### src/rtl/tedd_pkg.sv
package tedd_pkg;

  // Decoder mode; undecided while the sniff window is still filling
  typedef enum logic [2:0] {
    MODE_UND  = 3'd0,
    MODE_RAW  = 3'd1,
    MODE_UTF8 = 3'd2,
    MODE_LE   = 3'd3,
    MODE_BE   = 3'd4
  } mode_t;

  // Encoding codes shown on the result channel
  localparam logic [1:0] ENC_RAW  = 2'd0;
  localparam logic [1:0] ENC_UTF8 = 2'd1;
  localparam logic [1:0] ENC_LE   = 2'd2;
  localparam logic [1:0] ENC_BE   = 2'd3;

  // Mark bytes
  localparam logic [7:0] BYTE_FF = 8'hFF;
  localparam logic [7:0] BYTE_FE = 8'hFE;
  localparam logic [7:0] BYTE_EF = 8'hEF;
  localparam logic [7:0] BYTE_BB = 8'hBB;
  localparam logic [7:0] BYTE_BF = 8'hBF;
  localparam logic [7:0] QMARK   = 8'h3F;

  // Results per item are capped
  localparam int          RES_CNT_W   = 7;
  localparam logic [6:0]  MAX_RESULTS = 7'd64;

  // Zero counters only need to know "four or more"
  localparam logic [2:0]  ZCNT_SAT = 3'd4;

  // Controller to datapath
  typedef struct packed {
    logic take;         // latch the input transfer
    logic absorb;       // process the latched byte
    logic flush_start;  // decide mode and start the window flush
    logic flush_read;   // read one window byte
    logic flush_feed;   // decode the byte just read
    logic finish;       // push the held result, close the file on end
  } cmd_t;

  // Datapath to controller
  typedef struct packed {
    logic item_end;
    logic mode_und;
    logic win_full;
    logic seen_any;
    logic flush_done;
    logic feed_stall;
    logic fin_stall;
  } sts_t;

  function automatic logic [1:0] enc_of(mode_t m);
    logic [1:0] e;
    e = ENC_RAW;
    case (m)
      MODE_UTF8: e = ENC_UTF8;
      MODE_LE:   e = ENC_LE;
      MODE_BE:   e = ENC_BE;
      default:   e = ENC_RAW;
    endcase
    return e;
  endfunction

endpackage

### src/rtl/tedd_in_if.sv
interface tedd_in_if;
  logic       valid;
  logic       ready;
  logic [7:0] in_byte;
  logic       has_byte;
  logic       end_of_stream;

  modport source (output valid, output in_byte, output has_byte, output end_of_stream,
                  input ready);
  modport sink   (input valid, input in_byte, input has_byte, input end_of_stream,
                  output ready);
endinterface

### src/rtl/tedd_out_if.sv
interface tedd_out_if;
  logic       valid;
  logic       ready;
  logic [7:0] out_char;
  logic       has_char;
  logic       last_result;
  logic [1:0] encoding;

  modport source (output valid, output out_char, output has_char, output last_result,
                  output encoding, input ready);
  modport sink   (input valid, input out_char, input has_char, input last_result,
                  input encoding, output ready);
endinterface

### src/rtl/tedd_ctrl.sv
module tedd_ctrl (
  input  logic           clk,
  input  logic           rst_n,
  input  logic           in_valid,
  output logic           in_ready,
  input  tedd_pkg::sts_t sts,
  output tedd_pkg::cmd_t cmd
);

  typedef enum logic [5:0] {
    S_IDLE    = 6'b000001,
    S_ABSORB  = 6'b000010,
    S_CHECK   = 6'b000100,
    S_FL_READ = 6'b001000,
    S_FL_DATA = 6'b010000,
    S_FINISH  = 6'b100000
  } state_t;

  state_t state_r, state_nxt;

  // Sequence one item: absorb, optional window flush, finish
  always_comb begin
    state_nxt = state_r;
    cmd       = '0;
    in_ready  = 1'b0;
    unique case (state_r)
      S_IDLE: begin
        in_ready = 1'b1;
        if (in_valid) begin
          cmd.take  = 1'b1;
          state_nxt = S_ABSORB;
        end
      end
      S_ABSORB: begin
        if (!sts.feed_stall) begin
          cmd.absorb = 1'b1;
          state_nxt  = S_CHECK;
        end
      end
      S_CHECK: begin
        if (sts.mode_und && (sts.win_full || (sts.item_end && sts.seen_any))) begin
          cmd.flush_start = 1'b1;
          state_nxt       = S_FL_READ;
        end else begin
          state_nxt = S_FINISH;
        end
      end
      S_FL_READ: begin
        if (sts.flush_done) begin
          state_nxt = S_FINISH;
        end else begin
          cmd.flush_read = 1'b1;
          state_nxt      = S_FL_DATA;
        end
      end
      S_FL_DATA: begin
        if (!sts.feed_stall) begin
          cmd.flush_feed = 1'b1;
          state_nxt      = S_FL_READ;
        end
      end
      S_FINISH: begin
        if (!sts.fin_stall) begin
          cmd.finish = 1'b1;
          state_nxt  = S_IDLE;
        end
      end
      default: state_nxt = S_IDLE;
    endcase
  end

  always_ff @(posedge clk) begin
    if (!rst_n) begin
      state_r <= S_IDLE;
    end else begin
      state_r <= state_nxt;
    end
  end

endmodule

### src/rtl/tedd_dp.sv
module tedd_dp #(
  parameter int SNIFF_WINDOW = 64
) (
  input  logic           clk,
  input  logic           rst_n,
  input  tedd_pkg::cmd_t cmd,
  output tedd_pkg::sts_t sts,
  input  logic [7:0]     in_byte,
  input  logic           has_byte,
  input  logic           end_of_stream,
  output logic           out_valid,
  input  logic           out_ready,
  output logic [7:0]     out_char,
  output logic           has_char,
  output logic           last_result,
  output logic [1:0]     encoding
);

  localparam int AW = (SNIFF_WINDOW > 1) ? $clog2(SNIFF_WINDOW) : 1;
  localparam int CW = $clog2(SNIFF_WINDOW + 1);

  // Window memory
  logic [7:0] win_mem [SNIFF_WINDOW];

  // Latched item
  logic [7:0] byte_r, byte_nxt;
  logic       has_r, has_nxt;
  logic       end_r, end_nxt;

  // Sniff and decode state
  tedd_pkg::mode_t mode_r, mode_nxt;
  logic [CW-1:0]   seen_r, seen_nxt;
  logic [2:0]      oddz_r, oddz_nxt;
  logic [2:0]      evenz_r, evenz_nxt;
  logic [7:0]      head0_r, head0_nxt;
  logic [7:0]      head1_r, head1_nxt;
  logic [7:0]      head2_r, head2_nxt;
  logic [7:0]      held_r, held_nxt;
  logic            phase_r, phase_nxt;
  logic [CW-1:0]   idx_r, idx_nxt;
  logic            flush_r, flush_nxt;
  logic [7:0]      rd_data_r;
  logic [tedd_pkg::RES_CNT_W-1:0] n_r, n_nxt;

  // Held result, released once the next one or the item end is known
  logic       pend_valid_r, pend_valid_nxt;
  logic [7:0] pend_char_r, pend_char_nxt;
  logic       pend_has_r, pend_has_nxt;
  logic [1:0] pend_enc_r, pend_enc_nxt;

  // Output register
  logic       out_valid_r, out_valid_nxt;
  logic [7:0] out_char_r, out_char_nxt;
  logic       out_has_r, out_has_nxt;
  logic       out_last_r, out_last_nxt;
  logic [1:0] out_enc_r, out_enc_nxt;

  logic        out_free;
  logic [7:0]  feed_byte;
  logic [15:0] unit;
  logic        is_utf16;
  logic        want_emit;
  logic        can_emit;
  logic [7:0]  feed_char;
  logic        feed_go;
  logic        do_feed;
  logic        mem_we;
  tedd_pkg::mode_t dec_mode;
  logic [CW-1:0]   dec_start;

  assign out_free = !out_valid_r || out_ready;

  // Decode one byte in the current mode; window data while flushing
  assign feed_byte = flush_r ? rd_data_r : byte_r;
  assign is_utf16  = (mode_r == tedd_pkg::MODE_LE) || (mode_r == tedd_pkg::MODE_BE);
  assign unit      = (mode_r == tedd_pkg::MODE_LE) ? {feed_byte, held_r} : {held_r, feed_byte};
  assign want_emit = is_utf16 ? (phase_r && (unit != 16'd0)) : 1'b1;
  assign feed_char = !is_utf16 ? feed_byte :
                     ((unit[15:8] == 8'd0) ? unit[7:0] : tedd_pkg::QMARK);
  assign can_emit  = want_emit && (n_r != tedd_pkg::MAX_RESULTS);
  assign feed_go   = flush_r || (has_r && (mode_r != tedd_pkg::MODE_UND));
  assign do_feed   = (cmd.absorb && has_r && (mode_r != tedd_pkg::MODE_UND)) || cmd.flush_feed;
  assign mem_we    = cmd.absorb && has_r && (mode_r == tedd_pkg::MODE_UND);

  // Mode decision at flush time
  always_comb begin
    dec_mode  = tedd_pkg::MODE_RAW;
    dec_start = '0;
    if ((seen_r >= CW'(4)) && (oddz_r == tedd_pkg::ZCNT_SAT)) begin
      dec_mode = tedd_pkg::MODE_LE;
    end else if ((seen_r >= CW'(4)) && (evenz_r == tedd_pkg::ZCNT_SAT)) begin
      dec_mode = tedd_pkg::MODE_BE;
    end else if ((seen_r >= CW'(3)) && (head0_r == tedd_pkg::BYTE_EF) &&
                 (head1_r == tedd_pkg::BYTE_BB) && (head2_r == tedd_pkg::BYTE_BF)) begin
      dec_mode  = tedd_pkg::MODE_UTF8;
      dec_start = CW'(3);
    end
  end

  // Status
  always_comb begin
    sts            = '0;
    sts.item_end   = end_r;
    sts.mode_und   = (mode_r == tedd_pkg::MODE_UND);
    sts.win_full   = (seen_r == CW'(SNIFF_WINDOW));
    sts.seen_any   = (seen_r != '0);
    sts.flush_done = (idx_r == seen_r);
    sts.feed_stall = feed_go && can_emit && pend_valid_r && !out_free;
    sts.fin_stall  = (pend_valid_r || end_r) && !out_free;
  end

  // Next-state logic
  always_comb begin
    byte_nxt       = byte_r;
    has_nxt        = has_r;
    end_nxt        = end_r;
    mode_nxt       = mode_r;
    seen_nxt       = seen_r;
    oddz_nxt       = oddz_r;
    evenz_nxt      = evenz_r;
    head0_nxt      = head0_r;
    head1_nxt      = head1_r;
    head2_nxt      = head2_r;
    held_nxt       = held_r;
    phase_nxt      = phase_r;
    idx_nxt        = idx_r;
    flush_nxt      = flush_r;
    n_nxt          = n_r;
    pend_valid_nxt = pend_valid_r;
    pend_char_nxt  = pend_char_r;
    pend_has_nxt   = pend_has_r;
    pend_enc_nxt   = pend_enc_r;
    out_valid_nxt  = out_valid_r;
    out_char_nxt   = out_char_r;
    out_has_nxt    = out_has_r;
    out_last_nxt   = out_last_r;
    out_enc_nxt    = out_enc_r;

    // Drop the output once transferred
    if (out_valid_r && out_ready) begin
      out_valid_nxt = 1'b0;
    end

    // Latch the input transfer
    if (cmd.take) begin
      byte_nxt = in_byte;
      has_nxt  = has_byte;
      end_nxt  = end_of_stream;
      n_nxt    = '0;
    end

    // Sniff: store, count zeros, look for a UTF-16 mark
    if (mem_we) begin
      seen_nxt = seen_r + CW'(1);
      if (byte_r == 8'd0) begin
        if (seen_r[0]) begin
          if (oddz_r != tedd_pkg::ZCNT_SAT) oddz_nxt = oddz_r + 3'd1;
        end else begin
          if (evenz_r != tedd_pkg::ZCNT_SAT) evenz_nxt = evenz_r + 3'd1;
        end
      end
      if (seen_r == CW'(0)) head0_nxt = byte_r;
      if (seen_r == CW'(1)) head1_nxt = byte_r;
      if (seen_r == CW'(2)) head2_nxt = byte_r;
      if (seen_r == CW'(1)) begin
        if ((head0_r == tedd_pkg::BYTE_FF) && (byte_r == tedd_pkg::BYTE_FE)) begin
          mode_nxt = tedd_pkg::MODE_LE;
        end else if ((head0_r == tedd_pkg::BYTE_FE) && (byte_r == tedd_pkg::BYTE_FF)) begin
          mode_nxt = tedd_pkg::MODE_BE;
        end
      end
    end

    // Decode a byte; a new result pushes the held one out
    if (do_feed) begin
      if (is_utf16) begin
        if (!phase_r) begin
          held_nxt  = feed_byte;
          phase_nxt = 1'b1;
        end else begin
          phase_nxt = 1'b0;
        end
      end
      if (can_emit) begin
        n_nxt = n_r + tedd_pkg::RES_CNT_W'(1);
        if (pend_valid_r) begin
          out_valid_nxt = 1'b1;
          out_char_nxt  = pend_char_r;
          out_has_nxt   = pend_has_r;
          out_last_nxt  = 1'b0;
          out_enc_nxt   = pend_enc_r;
        end
        pend_valid_nxt = 1'b1;
        pend_char_nxt  = feed_char;
        pend_has_nxt   = 1'b1;
        pend_enc_nxt   = tedd_pkg::enc_of(mode_r);
      end
    end

    // Start the window flush
    if (cmd.flush_start) begin
      mode_nxt  = dec_mode;
      idx_nxt   = dec_start;
      phase_nxt = 1'b0;
      flush_nxt = 1'b1;
    end

    // Advance the flush index
    if (cmd.flush_feed) begin
      idx_nxt = idx_r + CW'(1);
    end

    // Close the item: release the held result or a bare end marker
    if (cmd.finish) begin
      flush_nxt = 1'b0;
      if (pend_valid_r) begin
        out_valid_nxt  = 1'b1;
        out_char_nxt   = pend_char_r;
        out_has_nxt    = pend_has_r;
        out_last_nxt   = end_r;
        out_enc_nxt    = pend_enc_r;
        pend_valid_nxt = 1'b0;
      end else if (end_r) begin
        out_valid_nxt = 1'b1;
        out_char_nxt  = 8'd0;
        out_has_nxt   = 1'b0;
        out_last_nxt  = 1'b1;
        out_enc_nxt   = tedd_pkg::enc_of(mode_r);
      end
      if (end_r) begin
        mode_nxt  = tedd_pkg::MODE_UND;
        seen_nxt  = '0;
        oddz_nxt  = '0;
        evenz_nxt = '0;
        held_nxt  = '0;
        phase_nxt = 1'b0;
      end
    end
  end

  // Control registers
  always_ff @(posedge clk) begin
    if (!rst_n) begin
      mode_r       <= tedd_pkg::MODE_UND;
      seen_r       <= '0;
      oddz_r       <= '0;
      evenz_r      <= '0;
      held_r       <= '0;
      phase_r      <= 1'b0;
      flush_r      <= 1'b0;
      n_r          <= '0;
      pend_valid_r <= 1'b0;
      out_valid_r  <= 1'b0;
      end_r        <= 1'b0;
      has_r        <= 1'b0;
    end else begin
      mode_r       <= mode_nxt;
      seen_r       <= seen_nxt;
      oddz_r       <= oddz_nxt;
      evenz_r      <= evenz_nxt;
      held_r       <= held_nxt;
      phase_r      <= phase_nxt;
      flush_r      <= flush_nxt;
      n_r          <= n_nxt;
      pend_valid_r <= pend_valid_nxt;
      out_valid_r  <= out_valid_nxt;
      end_r        <= end_nxt;
      has_r        <= has_nxt;
    end
  end

  // Payload registers
  always_ff @(posedge clk) begin
    byte_r      <= byte_nxt;
    head0_r     <= head0_nxt;
    head1_r     <= head1_nxt;
    head2_r     <= head2_nxt;
    idx_r       <= idx_nxt;
    pend_char_r <= pend_char_nxt;
    pend_has_r  <= pend_has_nxt;
    pend_enc_r  <= pend_enc_nxt;
    out_char_r  <= out_char_nxt;
    out_has_r   <= out_has_nxt;
    out_last_r  <= out_last_nxt;
    out_enc_r   <= out_enc_nxt;
  end

  // Window write and registered read
  always_ff @(posedge clk) begin
    if (mem_we) begin
      win_mem[seen_r[AW-1:0]] <= byte_r;
    end
    if (cmd.flush_read) begin
      rd_data_r <= win_mem[idx_r[AW-1:0]];
    end
  end

  assign out_valid   = out_valid_r;
  assign out_char    = out_char_r;
  assign has_char    = out_has_r;
  assign last_result = out_last_r;
  assign encoding    = out_enc_r;

endmodule

### src/rtl/text_encoding_detect_decode.sv
// Channel | Dir | Payload                                         | Transfer
// in_ch   | in  | in_byte[7:0], has_byte, end_of_stream           | valid & ready
// out_ch  | out | out_char[7:0], has_char, last_result, encoding  | valid & ready
//
// Steps: an item passes through accept, absorb, check and finish; the item that
// fills the window or ends an undecided file adds a flush: per window byte, one
// read of the window memory and one decode step.
// Reset: synchronous, active low; the window memory is not cleared.
// Stalls: one result is held back until the next is known (to mark the last),
// and an output register lets the next item be accepted while a result waits.
module text_encoding_detect_decode #(
  parameter int SNIFF_WINDOW = 64
) (
  input  logic         clk,
  input  logic         rst_n,
  tedd_in_if.sink      in_ch,
  tedd_out_if.source   out_ch
);

  tedd_pkg::cmd_t cmd;
  tedd_pkg::sts_t sts;

  tedd_ctrl u_ctrl (
    .clk      (clk),
    .rst_n    (rst_n),
    .in_valid (in_ch.valid),
    .in_ready (in_ch.ready),
    .sts      (sts),
    .cmd      (cmd)
  );

  tedd_dp #(
    .SNIFF_WINDOW (SNIFF_WINDOW)
  ) u_dp (
    .clk           (clk),
    .rst_n         (rst_n),
    .cmd           (cmd),
    .sts           (sts),
    .in_byte       (in_ch.in_byte),
    .has_byte      (in_ch.has_byte),
    .end_of_stream (in_ch.end_of_stream),
    .out_valid     (out_ch.valid),
    .out_ready     (out_ch.ready),
    .out_char      (out_ch.out_char),
    .has_char      (out_ch.has_char),
    .last_result   (out_ch.last_result),
    .encoding      (out_ch.encoding)
  );

endmodule
### src/flat_wrapper.sv
// flat-port wrapper written by rule: the top's interface ports become plain ports
module text_encoding_detect_decode_flat 
#(
  parameter int SNIFF_WINDOW = 64
)
  (clk, rst_n, in_ch_valid, in_ch_in_byte, in_ch_has_byte, in_ch_end_of_stream, in_ch_ready, out_ch_valid, out_ch_out_char, out_ch_has_char, out_ch_last_result, out_ch_encoding, out_ch_ready);
  tedd_in_if in_ch_i ();
  tedd_out_if out_ch_i ();
  input  logic clk;
  input  logic rst_n;
  input wire logic [$bits(in_ch_i.valid)-1:0] in_ch_valid;
  input wire logic [$bits(in_ch_i.in_byte)-1:0] in_ch_in_byte;
  input wire logic [$bits(in_ch_i.has_byte)-1:0] in_ch_has_byte;
  input wire logic [$bits(in_ch_i.end_of_stream)-1:0] in_ch_end_of_stream;
  output wire logic [$bits(in_ch_i.ready)-1:0] in_ch_ready;
  output wire logic [$bits(out_ch_i.valid)-1:0] out_ch_valid;
  output wire logic [$bits(out_ch_i.out_char)-1:0] out_ch_out_char;
  output wire logic [$bits(out_ch_i.has_char)-1:0] out_ch_has_char;
  output wire logic [$bits(out_ch_i.last_result)-1:0] out_ch_last_result;
  output wire logic [$bits(out_ch_i.encoding)-1:0] out_ch_encoding;
  input wire logic [$bits(out_ch_i.ready)-1:0] out_ch_ready;
  assign in_ch_i.valid = in_ch_valid;
  assign in_ch_i.in_byte = in_ch_in_byte;
  assign in_ch_i.has_byte = in_ch_has_byte;
  assign in_ch_i.end_of_stream = in_ch_end_of_stream;
  assign in_ch_ready = in_ch_i.ready;
  assign out_ch_valid = out_ch_i.valid;
  assign out_ch_out_char = out_ch_i.out_char;
  assign out_ch_has_char = out_ch_i.has_char;
  assign out_ch_last_result = out_ch_i.last_result;
  assign out_ch_encoding = out_ch_i.encoding;
  assign out_ch_i.ready = out_ch_ready;
  text_encoding_detect_decode #(.SNIFF_WINDOW(SNIFF_WINDOW)) u_core (.clk(clk), .rst_n(rst_n), .in_ch(in_ch_i), .out_ch(out_ch_i));
endmodule
### config.mk
export PLATFORM = sky130hd
export DESIGN_NAME = text_encoding_detect_decode_flat
export DESIGN_NICKNAME = d
export VERILOG_FILES = /design/src/rtl/tedd_pkg.sv /design/src/rtl/tedd_in_if.sv /design/src/rtl/tedd_out_if.sv /design/src/rtl/tedd_ctrl.sv /design/src/rtl/tedd_dp.sv /design/src/rtl/text_encoding_detect_decode.sv /design/src/flat_wrapper.sv
export SDC_FILE = /design/constraint.sdc
export NUM_CORES = 1
export LEC_CHECK = 0
export BUFFER_PORTS_ARGS = -buffer_cell sky130_fd_sc_hd__clkbuf_2
export CAP_MARGIN = 20
export CORE_MARGIN = 4
export CORE_UTILIZATION = 55
export CTS_BUF_LIST = sky130_fd_sc_hd__clkbuf_16
export DETAILED_ROUTE_END_ITERATION = 8
export PLACE_DENSITY = 0.73
export SYNTH_ARGS = -nofsm -noshare
export SYNTH_HDL_FRONTEND = slang
export SYNTH_SLANG_ARGS = --single-unit
### constraint.sdc
create_clock -name clk -period 3.36 [get_ports clk]
set_input_delay 0.504 -clock clk [delete_from_list [all_inputs] [get_ports clk]]
set_output_delay 0.504 -clock clk [all_outputs]
set_load 0.02 [all_outputs]
# Word level (Yosys, flattened, before mapping)
# Memories as Yosys holds them, arrays and structs flattened. A register that Yosys moved wholly into a read port is not among the register bits.
# Index checks and enable logic that the tools add are counted.
[totals] wordCells=210 output_inout_bits=14 ramBits=512 n_memories=1 input_bits=14 reg_bits=104
[mem_list] name="u_core.u_dp.win_mem" depth=64 width=8 read_ports=1 rd_ports_with_merged_regs=1 wr=1 line_no="tedd_dp.sv:23" text="logic [7:0] win_mem [SNIFF_WINDOW];"
[classes] n_mux=106 add_sub_neg=5 magnitude_cmp=2 reduce_logical=42 bitwise=1 n_eq_ne=29
[ops] op="8-bit 2-to-1 mux" n=14
[ops] op="3-bit 2-to-1 mux" n=21
[ops] op="8-bit == test (second input constant)" n=7
[ops] op="7-bit 2-to-1 mux" n=8
[ops] op="1-bit 2-to-1 mux" n=44
[ops] op="6-bit 2-to-1 mux" n=6
[ops] op="6-bit one-hot mux with 6 select lines" n=1
[ops] op="7-bit by 1-bit adder with 7-bit output (second input constant)" n=3
[ops] op="1-bit logical AND" n=20
[ops] op="2-bit 2-to-1 mux" n=10
[ops] op="8-bit logical NOT" n=2
[ops] op="16-bit 2-to-1 mux" n=1
[ops] op="16-bit nonzero test" n=1
[ops] op="3-bit == test (second input constant)" n=3
[ops] op="2-bit inequality test (second input constant)" n=4
[ops] op="2-bit AND reduction" n=4
[ops] op="7-bit by 1-bit == test with 1-bit output (second input constant)" n=1
[ops] op="7-bit by 2-bit == test with 1-bit output (second input constant)" n=1
[ops] op="7-bit == test" n=1
[ops] op="7-bit == test (second input constant)" n=1
[ops] op="7-bit by 2-bit greater-or-equal comparator with 1-bit output (second input constant)" n=1
[ops] op="7-bit by 3-bit greater-or-equal comparator with 1-bit output (second input constant)" n=1
[ops] op="7-bit logical NOT" n=1
[ops] op="7-bit inequality test (second input constant)" n=1
[ops] op="other kinds (19)" n=28

# Longest topological paths before layout
[depth] word_depth=18 mapped_depth=10 mapped_depth_nobuf=9

# Cells and area by module
# From an unflattened synthesis, not the netlist that was laid out.
[hier_totals] cells_unflattened=1330 area_unflattened_um2=24931.4
[by_module_without_submodules] module="tedd_dp" cells_per_inst=1279 area_per_inst_um2=24471.0 n_inst=1
[by_module_without_submodules] module="tedd_ctrl" cells_per_inst=51 area_per_inst_um2=460.4 n_inst=1

# Least setup slack after synthesis
# Ideal clock, no wire load.
[synth_timing] path_kind="register to register" start="register u_core.u_dp.byte_r[5]" end="register u_core.u_dp.out_enc_r[0] (netlist: u_core.u_dp.encoding[0])" arrival_ns=2.702 path_stages_with_launch=10 slack_ns=0.537 n_path_buf=2 required_time_ns=3.238 setup_time_ns=0.122 cell_sequence="edfxtp_1 nor4_1 nand2_1 o32a_1 buf_6 a2bb2oi_4 o21a_1 nor2b_1 buf_4 a221o_1"
[synth_via] elab_chain_len=18 word_cells_on_any_way=20 classes_between="11 x mux; 9 x reduce/logical"
[synth_rtl] item="start, declared" line_no="tedd_dp.sv:26" text="logic [7:0] byte_r, byte_nxt;"
[synth_rtl] item="start signal, assigned" line_no="tedd_dp.sv:274" text="byte_r <= byte_nxt;"
[synth_rtl] item="8-bit 2-to-1 mux *" line_no="tedd_dp.sv:74" text="assign feed_byte = flush_r ? rd_data_r : byte_r;"
[synth_rtl] item="16-bit 2-to-1 mux *" line_no="tedd_dp.sv:76" text="assign unit = (mode_r == tedd_pkg::MODE_LE) ? {feed_byte, held_r} : {held_r, feed_byte};"
[synth_rtl] item="16-bit nonzero test *" line_no="tedd_dp.sv:77" text="assign want_emit = is_utf16 ? (phase_r && (unit != 16'd0)) : 1'b1;"
[synth_rtl] item="1-bit logical AND *" line_no="tedd_dp.sv:77"
[synth_rtl] item="1-bit 2-to-1 mux *" line_no="tedd_dp.sv:77"
[synth_rtl] item="1-bit logical AND *" line_no="tedd_dp.sv:80" text="assign can_emit = want_emit && (n_r != tedd_pkg::MAX_RESULTS);"
[synth_rtl] item="1-bit logical AND (3 in a row)" line_no="tedd_dp.sv:108" text="sts.feed_stall = feed_go && can_emit && pend_valid_r && !out_free;"
[synth_rtl] item="1-bit 2-to-1 mux" line_no="tedd_ctrl.sv:35, tedd_ctrl.sv:57"
[synth_rtl] item="1-bit 2-to-1 mux" line_no="tedd_ctrl.sv:26" text="unique case (state_r)"
[synth_rtl] item="1-bit logical AND (2 in a row)" line_no="tedd_dp.sv:82" text="assign do_feed = (cmd.absorb && has_r && (mode_r != tedd_pkg::MODE_UND)) || cmd.flush_feed;"
[synth_rtl] item="1-bit logical OR" line_no="tedd_dp.sv:82"
[synth_rtl] item="2-bit 2-to-1 mux *" line_no="tedd_dp.sv:175" text="if (do_feed) begin"
[synth_rtl] item="2-bit 2-to-1 mux" line_no="tedd_dp.sv:223" text="end else if (end_r) begin"
[synth_rtl] item="2-bit 2-to-1 mux" line_no="tedd_dp.sv:216" text="if (pend_valid_r) begin"
[synth_rtl] item="2-bit 2-to-1 mux *" line_no="tedd_dp.sv:214" text="if (cmd.finish) begin"
[synth_rtl] item="net u_core.u_dp.out_enc_nxt[0]" line_no="tedd_dp.sv:56" text="logic [1:0] out_enc_r, out_enc_nxt;"
[synth_rtl] item="end signal, assigned" line_no="tedd_dp.sv:285" text="out_enc_r <= out_enc_nxt;"
[synth_rtl] item="end, declared" line_no="tedd_dp.sv:56"
# The timed path passes the listed nets; every way through them passes the cells marked *.
# A chain may end at the register's enable or synchronous reset.

# Worst setup path in the final report
[layout_timing] start="register u_core.u_dp.n_r[0] (netlist bit)" end="memory u_core.u_dp.win_mem[10][5], enable pin"
[layout_via] elab_chain_len=11
[layout_rtl] item="start, declared" line_no="tedd_dp.sv:43" text="logic [tedd_pkg::RES_CNT_W-1:0] n_r, n_nxt;"
[layout_rtl] item="start signal, assigned" line_no="tedd_dp.sv:264" text="n_r <= n_nxt;"
[layout_rtl] item="7-bit inequality test" line_no="tedd_dp.sv:80"
[layout_rtl] item="1-bit logical AND" line_no="tedd_dp.sv:80"
[layout_rtl] item="1-bit logical AND (3 in a row)" line_no="tedd_dp.sv:108"
[layout_rtl] item="1-bit 2-to-1 mux" line_no="tedd_ctrl.sv:35" text="if (!sts.feed_stall) begin"
[layout_rtl] item="1-bit 2-to-1 mux" line_no="tedd_ctrl.sv:26"
[layout_rtl] item="1-bit logical AND (2 in a row)" line_no="tedd_dp.sv:83" text="assign mem_we = cmd.absorb && has_r && (mode_r == tedd_pkg::MODE_UND);"
[layout_rtl] item="1-bit 2-to-1 mux" line_no="tedd_dp.sv:290" text="if (mem_we) begin"
[layout_rtl] item="1-bit 2-to-1 mux (implied by the code)" line_no="tedd_dp.sv:291" text="win_mem[seen_r[AW-1:0]] <= byte_r;"
[layout_rtl] item="end, declared" line_no="tedd_dp.sv:23"
# No other way between the ends.

==> impl_metrics.py <==
metrics = {
    "sta": {
        "period_minus_slack_ns": 2.92,
        "skew_ns": 0.0199,
        "maxSlewHeadroom": 0.395,
        "hold_violations": 0,
        "layout_setup_ws_ns": 0.443,
        "finalSetupViolCount": 0,
        "fin_crit_sh": 0.868,
        "grt_setup_unrepaired": "false",
        "fmax_mhz": 343,
        "tightest_slew_ns": 0.905,
        "final.setup.tns_ns": 0,
        "final_max_slew_viol_count": 0,
    },
    "job": {
        "maxCapViolCount": 0,
    },
    "layout": {
        "final_cells": 2079,
        "areaGrowthSynthToFinish_pct": 13.2,
        "antenna_cells": 0,
        "nets": 1466,
        "layout-drive-gt1-share": 0.264,
    },
    "worst_setup_path": {
        "cp_slowest_cell": "nor3_1",
        "cp.required_ns": 3.67,
        "crit_type": "reg -> reg",
        "worstRegToRegCells": 10,
        "cp_max_fo": 8,
        "crit_path_end_kind": "register",
        "worstReg2RegStart": "u_core.u_dp.n_r[0]$_SDFF_PN0_",
        "r2r_setup_slack_ns": 0.44,
        "crit_path_start_kind": "register",
        "path_cells": "inv_1 -> ha_1 -> or4bb_1 -> nor3_1 -> nor3_2 -> nor3_1 -> nand3_1 -> buf_4 -> nor2_1 -> buf_4",
        "reg2reg_to": "u_core.u_dp.win_mem[10][5]$_DFFE_PP_",
        "crit_arrival_ns": 3.23,
        "slowest_delay_ns": 0.42,
    },
    "logic_synthesis": {
        "ys_types": 67,
        "synth_seq_area_share": 0.734,
        "ys_async_sr_fraction": 0,
        "synth_top_cell_by_area": "edfxtp_1",
        "syn_avg_cell_area_sq_um": 18.9,
        "synth_warnings": 0,
        "synth_commonest_cells": "edfxtp_1, mux4_2, nor2_1, dfxtp_1, nand2_1",
        "yosysMostFrequentCell": "edfxtp_1",
        "synth_edf_count": 569,
        "ys_top_cells_by_area": "edfxtp_1, mux4_2, dfxtp_1",
        "synthCells": 1312,
        "synth_fp_nets": 1337,
        "synthFlopType": "edfxtp_1",
        "netlist_area_sq_um": 24800,
        "synth_top_area_frac": 0.689,
        "ys_seq_elements": 624,
    },
    "global_route": {
        "grt_use_total": 0.227,
        "gr-total-overflow": 0,
        "grt_max_degree": 100,
        "antenna_found_initial": 0,
        "grt_pass1_wl_mm": 82.0,
        "grt_pass1_vias": 13260,
    },
    "drt": {
        "drt-initial-drc-count": 1498,
        "wl_per_cell_microns": 25.6,
        "vias": 13047,
        "ant_nets": 0,
        "routed_wirelength_mm": 53.2,
        "viasPerCell": 6.28,
        "dr.pass1.iters": 5,
        "drc_errors": 0,
    },
    "outcome": {
        "outcome": "completed",
    },
    "floorplan": {
        "start_util": 0.558,
        "std_cell_rows": 77,
        "die_y_microns": 220,
        "die-area_sq_um": 48500,
        "die_w_microns": 220,
        "core_region_area_sq_um": 44400,
        "ios": 28,
    },
    "power": {
        "power_mw": 15.3,
        "pwr_density_cell_nw_per_um2": 547,
        "ir_worst_vdd_v": 0.000453,
        "p_leak_nw": 8.84,
    },
    "clock_tree": {
        "worst_skew_pair.late_latency_ns": 0.61,
        "clock-sinks": 624,
        "tritoncts": "done",
        "cts.path.max_buffers": 3,
        "htreeDepth": 2,
        "postCtsSetupRepairBufs": 0,
        "clock-root-buffer": "clkbuf_16",
        "path_clk_slew_ns": 0.06,
        "numCtsBuffers": 59,
        "cts_resized": 0,
        "holdBufCountCts": 0,
    },
    "min_path": {
        "hold_path.class": "in -> reg",
        "whs_path_depth": 1,
        "worstHoldStart": "in_ch_in_byte[0]",
        "whs_endpoint": "u_core.u_dp.byte_r[0]$_DFFE_PP_",
    },
    "place": {
        "dpl_worst_slack_ns": 0.510,
        "gp_congestion": 0.838,
        "dp_hpwl_mm": 32.2,
        "io_buffers": 27,
        "post-place-cells": 1972,
    },
}
report_power, final:
group          leakage [nW]  total (mW)  internal, mW  switching [mW]
logic                  2.32       0.434        0.0696           0.364
clock network         0.940        6.23          3.48            2.75
registers              5.58        8.67          8.64          0.0323
cells in the final DEF, fill, tap and decap left out, types with 9 or more instances in the layout:
master	n
edfxtp_1	569
mux2i_1	10
nor3_1	15
inv_1	32
clkinv_2	14
nand4_1	13
a22oi_1	16
xnor2_1	12
clkbuf_16	59
o22ai_1	12
nor2_1	116
clkbuf_2	27
nand2_1	55
mux4_2	160
dfxtp_1	55
clkinv_1	16
a21oi_1	26
nand3_1	21
o21ai_0	10
nor4_1	9
xor2_1	10
buf_4	102
ha_1	11
cell families (layout without fill, tap and decap cells):
| logic type | after synthesis | count (layout) | share of synthesized area |
|---|---|---|---|
| flip-flops | 624 | 624 | 0.734 |
| AND/OR/NAND/NOR | 290 | 290 | 0.0579 |
| multiplexers | 170 | 170 | 0.149 |
| AO/OA/AOI/OAI | 106 | 106 | 0.0296 |
| buffers and inverters | 89 | 264 | 0.0159 |
| XOR/XNOR | 22 | 22 | 0.00777 |
| adder cells (fa/ha/maj) | 11 | 11 | 0.00555 |
flip-flops by register name (all words and copies together) (netlist names), 7 cells and up:
name	cells
u_core.u_dp.held_r	8
u_core.u_dp.rd_data_r	8
u_core.u_dp.seen_r	7
u_core.u_dp.n_r	7
u_core.u_dp.pend_char_r	8
u_core.u_dp.head1_r	8
u_core.u_dp.out_char	8
u_core.u_dp.idx_r	7
u_core.u_dp.byte_r	8
u_core.u_dp.head2_r	8
u_core.u_dp.win_mem	512
u_core.u_dp.head0_r	8
worst max path at each step:
stage | start | end | slack (ns) | depth (start not counted)
floorplan | u_core.u_dp.byte_r[5]$_DFFE_PP_ | u_core.u_dp.encoding[0]$_DFF_P_ | 0.54 | 9
global route | u_core.u_dp.n_r[0]$_SDFF_PN0_ | u_core.u_dp.win_mem[25][2]$_DFFE_PP_ | 0.23 | 10
global placement | u_core.u_dp.n_r[0]$_SDFF_PN0_ | u_core.u_dp.win_mem[29][4]$_DFFE_PP_ | 0.50 | 11
detailed placement | u_core.u_dp.n_r[0]$_SDFF_PN0_ | u_core.u_dp.win_mem[29][1]$_DFFE_PP_ | 0.51 | 11
finish | u_core.u_dp.n_r[0]$_SDFF_PN0_ | u_core.u_dp.win_mem[10][5]$_DFFE_PP_ | 0.44 | 10
CTS | u_core.u_dp.n_r[0]$_SDFF_PN0_ | u_core.u_dp.win_mem[10][5]$_DFFE_PP_ | 0.47 | 10
final cells by class:
cell class                      count  area, sq um
Clock buffer                       59         1480
Clock inverter                     48          332
Fill cell                        3035        16400
Inverter                           22         85.1
Multi-Input combinational cell    599         6200
Sequential cell                   624        18200
Tap cell                          592          741
Timing Repair Buffer              135         1020
stage by stage:
| stage | utilization | instance area, sq um | hold slack [ns] |
|---|---|---|---|
| 5_1_grt | 0.631 | 28000 | 0.0558 |
| 3_5_place_dp | 0.591 | 26200 | 0.458 |
| 3_3_place_gp | 0.591 | 26200 | 0.452 |
| 4_1_cts | 0.631 | 28000 | 0.0416 |
| 2_1_floorplan | - | 24800 | 0.448 |
| 6_report | 0.631 | 28000 | 0.0703 |
critical path: cells and delay by family (launching register included):
family        cells  cell delay, ns
fa+ha+maj         1            0.14
buf+inv           3            0.49
flops             1            0.35
simple gates      6            1.63
metal layers:
layer  up-vias  global-route usage  wire [microns]
met3        95              0.0350            4310
li1       5584                   -               -
met4         0              0.0682            1530
met1      6770               0.327           21100
met2       598               0.366           26300
met5         -                   0               0
No activity file was read; power rests on OpenSTA's default activity.
